$ cat src/rtl/core/lcdi_pkg.sv
// Shared types, constants and register codes for the corner dwell inserter.
`timescale 1ns / 1ps

package lcdi_pkg;

  localparam int COORD_BITS = 16;
  localparam int REPEAT_MAX = 15;
  localparam int REPEAT_W   = 4;
  localparam int TOL_W      = 10;
  localparam int CFG_DATA_W = (REPEAT_W > TOL_W) ? REPEAT_W : TOL_W;
  localparam int RPT_W      = $clog2(REPEAT_MAX + 1);
  localparam int CMP_W      = (COORD_BITS + 1 > TOL_W) ? COORD_BITS + 1 : TOL_W;
  localparam int JQ_DEPTH   = 2;
  localparam int JQ_AW      = $clog2(JQ_DEPTH);

  localparam logic [REPEAT_W-1:0] REPEAT_RESET    = REPEAT_W'(2);
  localparam logic [TOL_W-1:0]    TOLERANCE_RESET = TOL_W'(1);

  typedef enum logic {
    REG_REPEAT_COUNT = 1'b0,
    REG_TOLERANCE    = 1'b1
  } cfg_idx_t;

  typedef enum logic [1:0] {
    SEEN_NONE,
    SEEN_ONE,
    SEEN_MANY
  } seen_t;

  typedef enum logic [1:0] {
    BK_PRE,
    BK_MAIN,
    BK_POST
  } bk_phase_t;

  typedef struct packed {
    logic signed [COORD_BITS-1:0] point_x;
    logic signed [COORD_BITS-1:0] point_y;
    logic                         shape_end;
  } item_t;

  typedef struct packed {
    logic signed [COORD_BITS-1:0] out_x;
    logic signed [COORD_BITS-1:0] out_y;
    logic                         shape_done;
    logic                         run_last;
  } result_t;

  // One classified point: copies of the previous point, the point, end copies.
  typedef struct packed {
    logic signed [COORD_BITS-1:0] prev_x;
    logic signed [COORD_BITS-1:0] prev_y;
    logic [RPT_W-1:0]             pre_cnt;
    logic signed [COORD_BITS-1:0] x;
    logic signed [COORD_BITS-1:0] y;
    logic [RPT_W-1:0]             post_cnt;
    logic                         shape_end;
  } job_t;

endpackage

$ cat src/rtl/core/lcdi_front.sv
// Front end: configuration registers, shape tracking and dwell classification.
`timescale 1ns / 1ps

module lcdi_front (
  input  logic                            clk,
  input  logic                            rst,
  input  logic                            push,
  output logic                            full,
  input  lcdi_pkg::item_t                 item,
  input  logic                            cfg_we,
  input  lcdi_pkg::cfg_idx_t              cfg_index,
  input  logic [lcdi_pkg::CFG_DATA_W-1:0] cfg_data,
  input  logic                            jq_full,
  output logic                            jq_push,
  output lcdi_pkg::job_t                  job
);
  import lcdi_pkg::*;

  logic [REPEAT_W-1:0]          repeat_count;
  logic [TOL_W-1:0]             tolerance;
  logic signed [COORD_BITS-1:0] prev_x;
  logic signed [COORD_BITS-1:0] prev_y;
  seen_t                        points_seen;
  seen_t                        points_seen_next;
  logic                         horizontal_now;
  logic                         horizontal_now_next;

  logic                         accept;
  logic [RPT_W-1:0]             rpt;
  logic [RPT_W:0]               rpt_inc;
  logic [RPT_W-1:0]             half;
  logic signed [CMP_W-1:0]      diff;
  logic [CMP_W-1:0]             diff_abs;
  logic                         level;
  logic [RPT_W-1:0]             pre_cnt;

  assign full   = jq_full;
  assign accept = push && !jq_full;

  always_ff @(posedge clk) begin
    if (rst) begin
      repeat_count <= REPEAT_RESET;
      tolerance    <= TOLERANCE_RESET;
    end else if (cfg_we) begin
      case (cfg_index)
        REG_REPEAT_COUNT: repeat_count <= cfg_data[REPEAT_W-1:0];
        REG_TOLERANCE:    tolerance    <= cfg_data[TOL_W-1:0];
        default: ;
      endcase
    end
  end

  always_comb begin
    if (int'(repeat_count) > REPEAT_MAX) begin
      rpt = RPT_W'(REPEAT_MAX);
    end else begin
      rpt = RPT_W'(repeat_count);
    end
    rpt_inc = {1'b0, rpt} + (RPT_W+1)'(1);
    half    = rpt_inc[RPT_W:1];
  end

  // |prev_y - y| <= tolerance, worked at a width that cannot overflow
  always_comb begin
    diff     = CMP_W'(prev_y) - CMP_W'(item.point_y);
    diff_abs = diff[CMP_W-1] ? CMP_W'(-diff) : CMP_W'(diff);
    level    = diff_abs <= CMP_W'(tolerance);
  end

  always_comb begin
    points_seen_next    = points_seen;
    horizontal_now_next = horizontal_now;
    pre_cnt             = '0;
    case (points_seen)
      SEEN_NONE: begin
        points_seen_next = SEEN_ONE;
      end
      SEEN_ONE: begin
        pre_cnt             = half;
        points_seen_next    = SEEN_MANY;
        horizontal_now_next = level;
      end
      SEEN_MANY: begin
        pre_cnt             = (level != horizontal_now) ? rpt : '0;
        horizontal_now_next = level;
      end
      default: begin
        points_seen_next = SEEN_ONE;
      end
    endcase
    if (item.shape_end) begin
      points_seen_next    = SEEN_NONE;
      horizontal_now_next = 1'b0;
    end
  end

  always_comb begin
    jq_push       = accept;
    job.prev_x    = prev_x;
    job.prev_y    = prev_y;
    job.pre_cnt   = pre_cnt;
    job.x         = item.point_x;
    job.y         = item.point_y;
    job.post_cnt  = item.shape_end ? half : '0;
    job.shape_end = item.shape_end;
  end

  always_ff @(posedge clk) begin
    if (rst) begin
      points_seen    <= SEEN_NONE;
      horizontal_now <= 1'b0;
      prev_x         <= '0;
      prev_y         <= '0;
    end else if (accept) begin
      points_seen    <= points_seen_next;
      horizontal_now <= horizontal_now_next;
      prev_x         <= item.point_x;
      prev_y         <= item.point_y;
    end
  end

`ifndef SYNTHESIS
  // a finished shape always leaves the tracker clear
  a_end_clears: assert property (@(posedge clk) disable iff (rst)
    accept && item.shape_end |=> points_seen == SEEN_NONE && !horizontal_now)
    else $error("shape end did not clear tracking state");

  a_first_no_pre: assert property (@(posedge clk) disable iff (rst)
    accept && points_seen == SEEN_NONE |-> job.pre_cnt == '0)
    else $error("first point of a shape got dwell copies");

  a_prev_follows: assert property (@(posedge clk) disable iff (rst)
    accept |=> prev_x == $past(item.point_x) && prev_y == $past(item.point_y))
    else $error("previous point not captured");
`endif

endmodule

$ cat src/rtl/core/lcdi_jobq.sv
// Short queue of classified points between front and back end.
`timescale 1ns / 1ps

module lcdi_jobq (
  input  logic           clk,
  input  logic           rst,
  input  logic           jq_push,
  input  lcdi_pkg::job_t job_in,
  output logic           jq_full,
  input  logic           jq_pop,
  output lcdi_pkg::job_t job_out,
  output logic           jq_empty
);
  import lcdi_pkg::*;

  job_t             slots [JQ_DEPTH];
  logic [JQ_AW-1:0] wr_ptr;
  logic [JQ_AW-1:0] rd_ptr;
  logic [JQ_AW:0]   count;

  assign jq_full  = count == (JQ_AW+1)'(JQ_DEPTH);
  assign jq_empty = count == '0;
  assign job_out  = slots[rd_ptr];

  always_ff @(posedge clk) begin
    if (jq_push) begin
      slots[wr_ptr] <= job_in;
    end
  end

  always_ff @(posedge clk) begin
    if (rst) begin
      wr_ptr <= '0;
      rd_ptr <= '0;
      count  <= '0;
    end else begin
      if (jq_push) begin
        wr_ptr <= (int'(wr_ptr) == JQ_DEPTH - 1) ? '0 : wr_ptr + JQ_AW'(1);
      end
      if (jq_pop) begin
        rd_ptr <= (int'(rd_ptr) == JQ_DEPTH - 1) ? '0 : rd_ptr + JQ_AW'(1);
      end
      case ({jq_push, jq_pop})
        2'b10:   count <= count + (JQ_AW+1)'(1);
        2'b01:   count <= count - (JQ_AW+1)'(1);
        default: count <= count;
      endcase
    end
  end

`ifndef SYNTHESIS
  a_no_overflow: assert property (@(posedge clk) disable iff (rst) !(jq_push && jq_full))
    else $error("job queue written while full");

  a_no_underflow: assert property (@(posedge clk) disable iff (rst) !(jq_pop && jq_empty))
    else $error("job queue read while empty");

  a_count_range: assert property (@(posedge clk) disable iff (rst)
    int'(count) <= JQ_DEPTH)
    else $error("job queue count out of range");
`endif

endmodule

$ cat src/rtl/core/lcdi_back.sv
// Back end: expands each classified point into its run of results.
`timescale 1ns / 1ps

module lcdi_back (
  input  logic              clk,
  input  logic              rst,
  input  logic              jq_empty,
  input  lcdi_pkg::job_t    job,
  output logic              jq_pop,
  output logic              empty,
  input  logic              pop,
  output lcdi_pkg::result_t result
);
  import lcdi_pkg::*;

  bk_phase_t        phase;
  bk_phase_t        phase_next;
  logic [RPT_W-1:0] cnt;
  logic [RPT_W-1:0] cnt_next;
  logic             out_valid;
  result_t          out_reg;

  logic             out_ready;
  logic             adv;
  logic             emit_pre;
  logic             pre_last;
  logic             post_last;
  logic             job_done;
  result_t          res;

  assign out_ready = !out_valid || pop;
  assign adv       = !jq_empty && out_ready;
  assign emit_pre  = (phase == BK_PRE) && (job.pre_cnt != '0);
  assign pre_last  = cnt == job.pre_cnt - RPT_W'(1);
  assign post_last = cnt == job.post_cnt - RPT_W'(1);

  // result of the current step
  always_comb begin
    job_done = 1'b0;
    if (emit_pre) begin
      res = '{out_x: job.prev_x, out_y: job.prev_y, shape_done: 1'b0, run_last: 1'b0};
    end else if (phase == BK_POST) begin
      res = '{out_x: job.x, out_y: job.y, shape_done: post_last, run_last: post_last};
      job_done = post_last;
    end else begin
      res = '{out_x: job.x, out_y: job.y,
              shape_done: job.shape_end && (job.post_cnt == '0),
              run_last: job.post_cnt == '0};
      job_done = job.post_cnt == '0;
    end
  end

  always_comb begin
    phase_next = phase;
    cnt_next   = cnt;
    if (adv) begin
      if (emit_pre) begin
        phase_next = pre_last ? BK_MAIN : BK_PRE;
        cnt_next   = pre_last ? '0 : cnt + RPT_W'(1);
      end else begin
        case (phase)
          BK_POST: begin
            phase_next = post_last ? BK_PRE : BK_POST;
            cnt_next   = post_last ? '0 : cnt + RPT_W'(1);
          end
          default: begin
            phase_next = (job.post_cnt == '0) ? BK_PRE : BK_POST;
            cnt_next   = '0;
          end
        endcase
      end
    end
  end

  assign jq_pop = adv && job_done;
  assign empty  = !out_valid;
  assign result = out_reg;

  always_ff @(posedge clk) begin
    if (rst) begin
      phase     <= BK_PRE;
      cnt       <= '0;
      out_valid <= 1'b0;
    end else begin
      phase <= phase_next;
      cnt   <= cnt_next;
      if (adv) begin
        out_valid <= 1'b1;
      end else if (pop) begin
        out_valid <= 1'b0;
      end
    end
  end

  always_ff @(posedge clk) begin
    if (adv) begin
      out_reg <= res;
    end
  end

`ifndef SYNTHESIS
  // mid-run the head job must still be there
  a_job_held: assert property (@(posedge clk) disable iff (rst)
    phase != BK_PRE || cnt != '0 |-> !jq_empty)
    else $error("run in progress without a job");

  a_post_bound: assert property (@(posedge clk) disable iff (rst)
    phase == BK_POST |-> cnt < job.post_cnt && job.shape_end)
    else $error("end copy count overrun");

  a_hold_result: assert property (@(posedge clk) disable iff (rst)
    out_valid && !pop |=> out_valid && $stable(out_reg))
    else $error("waiting result changed");

  a_done_marks_last: assert property (@(posedge clk) disable iff (rst)
    adv && res.shape_done |-> res.run_last && jq_pop)
    else $error("shape done not on last result of a run");
`endif

endmodule

$ cat src/rtl/core/laser_corner_dwell_inserter.sv
// Top level of the laser corner dwell inserter.
//
//   channel   direction  handshake            payload
//   item      in         push / full          lcdi_pkg::item_t
//   result    out        pop / empty          lcdi_pkg::result_t
//   cfg       in         cfg_we (no wait)     cfg_index, cfg_data
//
// While results are popped, a point with no dwell copies passes at one per
// cycle and a point with copies holds the back end for up to 24 results, one
// per cycle from the output register. A two-entry job queue lets the front keep
// taking points while the back end emits copies. rst is synchronous and clears
// shape tracking, queues and output; registers return to repeat 2, tolerance 1.
`timescale 1ns / 1ps

module laser_corner_dwell_inserter (
  input  logic                            clk,
  input  logic                            rst,
  input  logic                            push,
  output logic                            full,
  input  lcdi_pkg::item_t                 item,
  output logic                            empty,
  input  logic                            pop,
  output lcdi_pkg::result_t               result,
  input  logic                            cfg_we,
  input  lcdi_pkg::cfg_idx_t              cfg_index,
  input  logic [lcdi_pkg::CFG_DATA_W-1:0] cfg_data
);
  import lcdi_pkg::*;

  logic jq_push;
  logic jq_full;
  logic jq_pop;
  logic jq_empty;
  job_t job_in;
  job_t job_head;

  lcdi_front u_front (
    .clk       (clk),
    .rst       (rst),
    .push      (push),
    .full      (full),
    .item      (item),
    .cfg_we    (cfg_we),
    .cfg_index (cfg_index),
    .cfg_data  (cfg_data),
    .jq_full   (jq_full),
    .jq_push   (jq_push),
    .job       (job_in)
  );

  lcdi_jobq u_jobq (
    .clk      (clk),
    .rst      (rst),
    .jq_push  (jq_push),
    .job_in   (job_in),
    .jq_full  (jq_full),
    .jq_pop   (jq_pop),
    .job_out  (job_head),
    .jq_empty (jq_empty)
  );

  lcdi_back u_back (
    .clk      (clk),
    .rst      (rst),
    .jq_empty (jq_empty),
    .job      (job_head),
    .jq_pop   (jq_pop),
    .empty    (empty),
    .pop      (pop),
    .result   (result)
  );

endmodule

$ cat config.mk
export PLATFORM = sky130hd
export DESIGN_NAME = laser_corner_dwell_inserter
export DESIGN_NICKNAME = d
export VERILOG_FILES = /design/src/rtl/core/lcdi_pkg.sv /design/src/rtl/core/lcdi_front.sv /design/src/rtl/core/lcdi_jobq.sv /design/src/rtl/core/lcdi_back.sv /design/src/rtl/core/laser_corner_dwell_inserter.sv
export SDC_FILE = /design/constraint.sdc
export NUM_CORES = 1
export LEC_CHECK = 0
export ABC_AREA = 1
export BUFFER_PORTS_ARGS = -buffer_cell sky130_fd_sc_hd__buf_4
export CAP_MARGIN = 20
export CORE_UTILIZATION = 40
export DETAILED_ROUTE_END_ITERATION = 16
export GPL_TIMING_DRIVEN = 0
export SLEW_MARGIN = 20
export SYNTH_ARGS = -nofsm -noshare
export SYNTH_HDL_FRONTEND = slang
export SYNTH_HIERARCHICAL = 1
export SYNTH_SLANG_ARGS = --single-unit
$ cat constraint.sdc
create_clock -name clk -period 7.3 [get_ports clk]
set_input_delay 1.095 -clock clk [delete_from_list [all_inputs] [get_ports clk]]
set_output_delay 1.095 -clock clk [all_outputs]
set_load 0.005 [all_outputs]
==> impl_results.md <==
- Final setup fails: 0
- Vias per cell: roughly 4.7
- Core Rows: 63
- Worst hold start: u_front/prev_x[7]
- Dpl cell area: 13200 um^2
- Post-layout min period: 4600 ps
- Deepest level of the CTS H-tree: 1
- Antenna-violating nets left: 0
- Initial antenna violation count: 0
- Pin count of the biggest net entering global routing: 45
- Ant. Diodes: 0
- Worst IR Drop VDD: 0.164 mV
- Final Max Slew Viols: 0
- Cts repair resizes: 0
- Clk buf depth: 3
- Mapped Nets: 1259
- Req. time, crit path: 7640 ps
- Layout Area Growth over Synthesis: 17.4%
- Initial drt markers: 469
- Total global routing overflow: 0
- RSZ-0062 raised after global routing: false
- Commonest non-fill, non-tap cell in the layout: nand2_1
- Final hold vios: 0
- Critical path arrival: roughly 4900 ps
- Clock Sinks: between 200 and 250
- Pwr dens: 265 nW/um^2
- Synth unique cells: 35
- Drt pass-1 iters: 4
- Post-DR wirelength/cell: between 10 and 15 um
- RR Startpoint: u_front/prev_y[0]
- Port bufs: 84
- Post-route cell area: 14100 um^2
- Worst Path Max Fanout: 10
- Final WL: 24.1 mm
- Yosys top cell area share: 45.0%
- Clk_lat worst skew: approximately 530 ps
- Yosys warning total: 6
- Synth area leader: edfxtp_1
- Final Skew: roughly 9.4 ps
- Critical Path Start Type: input pin
- Fin nets: between 1000 and 1500
- CTS tree: built
- Wire length of the first global-routing pass: between 30 and 40 mm
- Crit path from: item[1]
- Syn avg cell area: 10.2 um^2
- Clk root buf: clkbuf_16
- Status: completed
- Gate Count Post-Synth: around 1200
- DR vias: ~8000
- Gr usage total: about 16%
- Cts hold-fix bufs: 0
- Most common cell type on the critical path: nand2_1
- Synth area leaders: edfxtp_1 (45%), dfxtp_1 (10%), nand2_1 (8.8%)
- Vias in the first global route: between 7000 and 8000
- Die W: 175 um
- Total CTS buffers: 26
- Core box area: 29600 um^2
- # DRC: 0
- Reported max-cap violation count: 0
- P_leak: 6.19 nW
- Worst setup EP type: flip-flop
- Worst setup path class: input pin to flip-flop
- Ports: 85
- Die height: 175 um
- Post-layout util: roughly 48%
- Slowest stage cell, crit path: fa_1
- Initial Util: 40.6%
- Worst-path clk slew: around 60 ps
- Final period utilization: 63.0%
- Commonest non-fill, non-tap cells in the layout: nand2_1 (282), edfxtp_1 (180), inv_1 (134)
- Maximum clock rate: 218 MHz
- Die area: about 31000 um^2
- Rel. slew slack: 39.6%
- Worst Max-Slew Pin Slew: 907 ps
- Sequential share of the synthesized area: 55.2%
- Hold WC Path Type: flip-flop to flip-flop
- Post-CTS setup buffers: 0
- Ratio of cells with drive above 1 in the final layout: 22.0%
- FF+latch count, synth: around 240
- Final HPWL from detailed placement: approximately 17 mm
- Mapped Area: ~12000 um^2
- Worst path max stage delay: 380 ps
- Placer Congestion: ~0.82
## worst max-delay path, delay by kind of cell
family / cells / cell delay, ps
xor gates and xnor gates: 1 / 150
buffers and inverters: 6 / 600
adders and majority gates: 3 / 880
and+or+nand+nor: 23 / 1860
AOI/OAI and AO/OA: 2 / 360
## state kept, by name (all words and copies together), names as in the netlist, 2 cells and up, named ones only
| signal | flops |
|---|---|
| u_back/cnt | 4 |
| u_back/phase | 2 |
| u_back/result | 34 |
| u_front/points_seen | 2 |
| u_front/prev_x | 16 |
| u_front/prev_y | 16 |
| u_front/repeat_count | 4 |
| u_front/tolerance | 10 |
| u_jobq/count | 2 |
| u_jobq/slots | 146 |
## routing by layer
metal	routed length (um)	GRT usage, %	share of wire (%)	vias to the layer above
met4	434	4.17	1.8	0
met3	1080	2.38	4.5	27
li1	-	-	-	4096
met2	11400	27.4	47	141
met1	11200	20.9	46	3715
met5	0	0	0	-
## power by group
group	switching, mW	internal (mW)	total [mW]
sequential	0.0448	1.63	1.67
combinational	0.438	0.304	0.743
clock	0.537	0.785	1.32
total	1.02	2.72	3.74
## cell usage after synthesis
library cell	instances
xnor2_1	5
dfxtp_1	61
a21oi_2	2
buf_12	7
nand4_1	13
a21oi_1	55
buf_6	3
a211oi_1	1
clkbuf_1	15
mux2i_1	1
nand3b_1	3
inv_4	1
fa_1	1
nand3_1	58
o2111ai_1	1
o21ai_0	53
nor2_1	98
nand3_2	4
and2_1	5
xor2_1	13
inv_2	5
nand2_4	1
inv_1	135
nand2_1	282
nor2_2	8
or2_2	2
buf_4	34
edfxtp_1	180
or2_1	1
buf_2	3
nand2_2	12
nor3_1	1
mux2_4	70
ha_1	36
mux2_2	3
## kinds of logic (layout without fill, tap and decap cells)
logic type	count (synthesis)	after routing	share of synthesized area, %
compound gates	112	112	4.78
flops	241	241	55.2
buf+inv	203	339	8.60
xor+xnor	18	18	1.31
mux	74	74	9.12
simple gates	488	488	17.1
fa+ha+maj	37	37	3.92
## metrics by stage
step	cells	hold slack (ps)	power [mW]	setup TNS, ps	setup WS (ps)
floorplan	1173	420	2.20	0	1820
global placement	1647	425	2.43	-73030	-1010
detailed placement	1651	433	2.45	0	2160
CTS	1699	450	3.78	0	2710
global route	1699	462	3.93	0	2300
finish	1699	447	3.74	0	2700
## area by class of cell
type | count | area (um^2)
Multi-Input combinational cell | 729 | 4360
Fill cell | 2740 | 15500
Clock inverter | 17 | 185
Inverter | 141 | 534
Clock buffer | 31 | 689
Tap cell | 390 | 488
Sequential cell | 241 | 6630
Timing Repair Buffer | 88 | 718
Buffer | 62 | 500
## worst paths after layout
check                        end  slack (ps)  cells past startpoint
max reg2reg  u_jobq/slots[0][40]        2980                     35
min          u_jobq/slots[0][64]         450                      0
min reg2reg  u_jobq/slots[0][64]         450                      0
max          u_jobq/slots[0][40]        2700                     35
(Power assumes the default switching activity.)
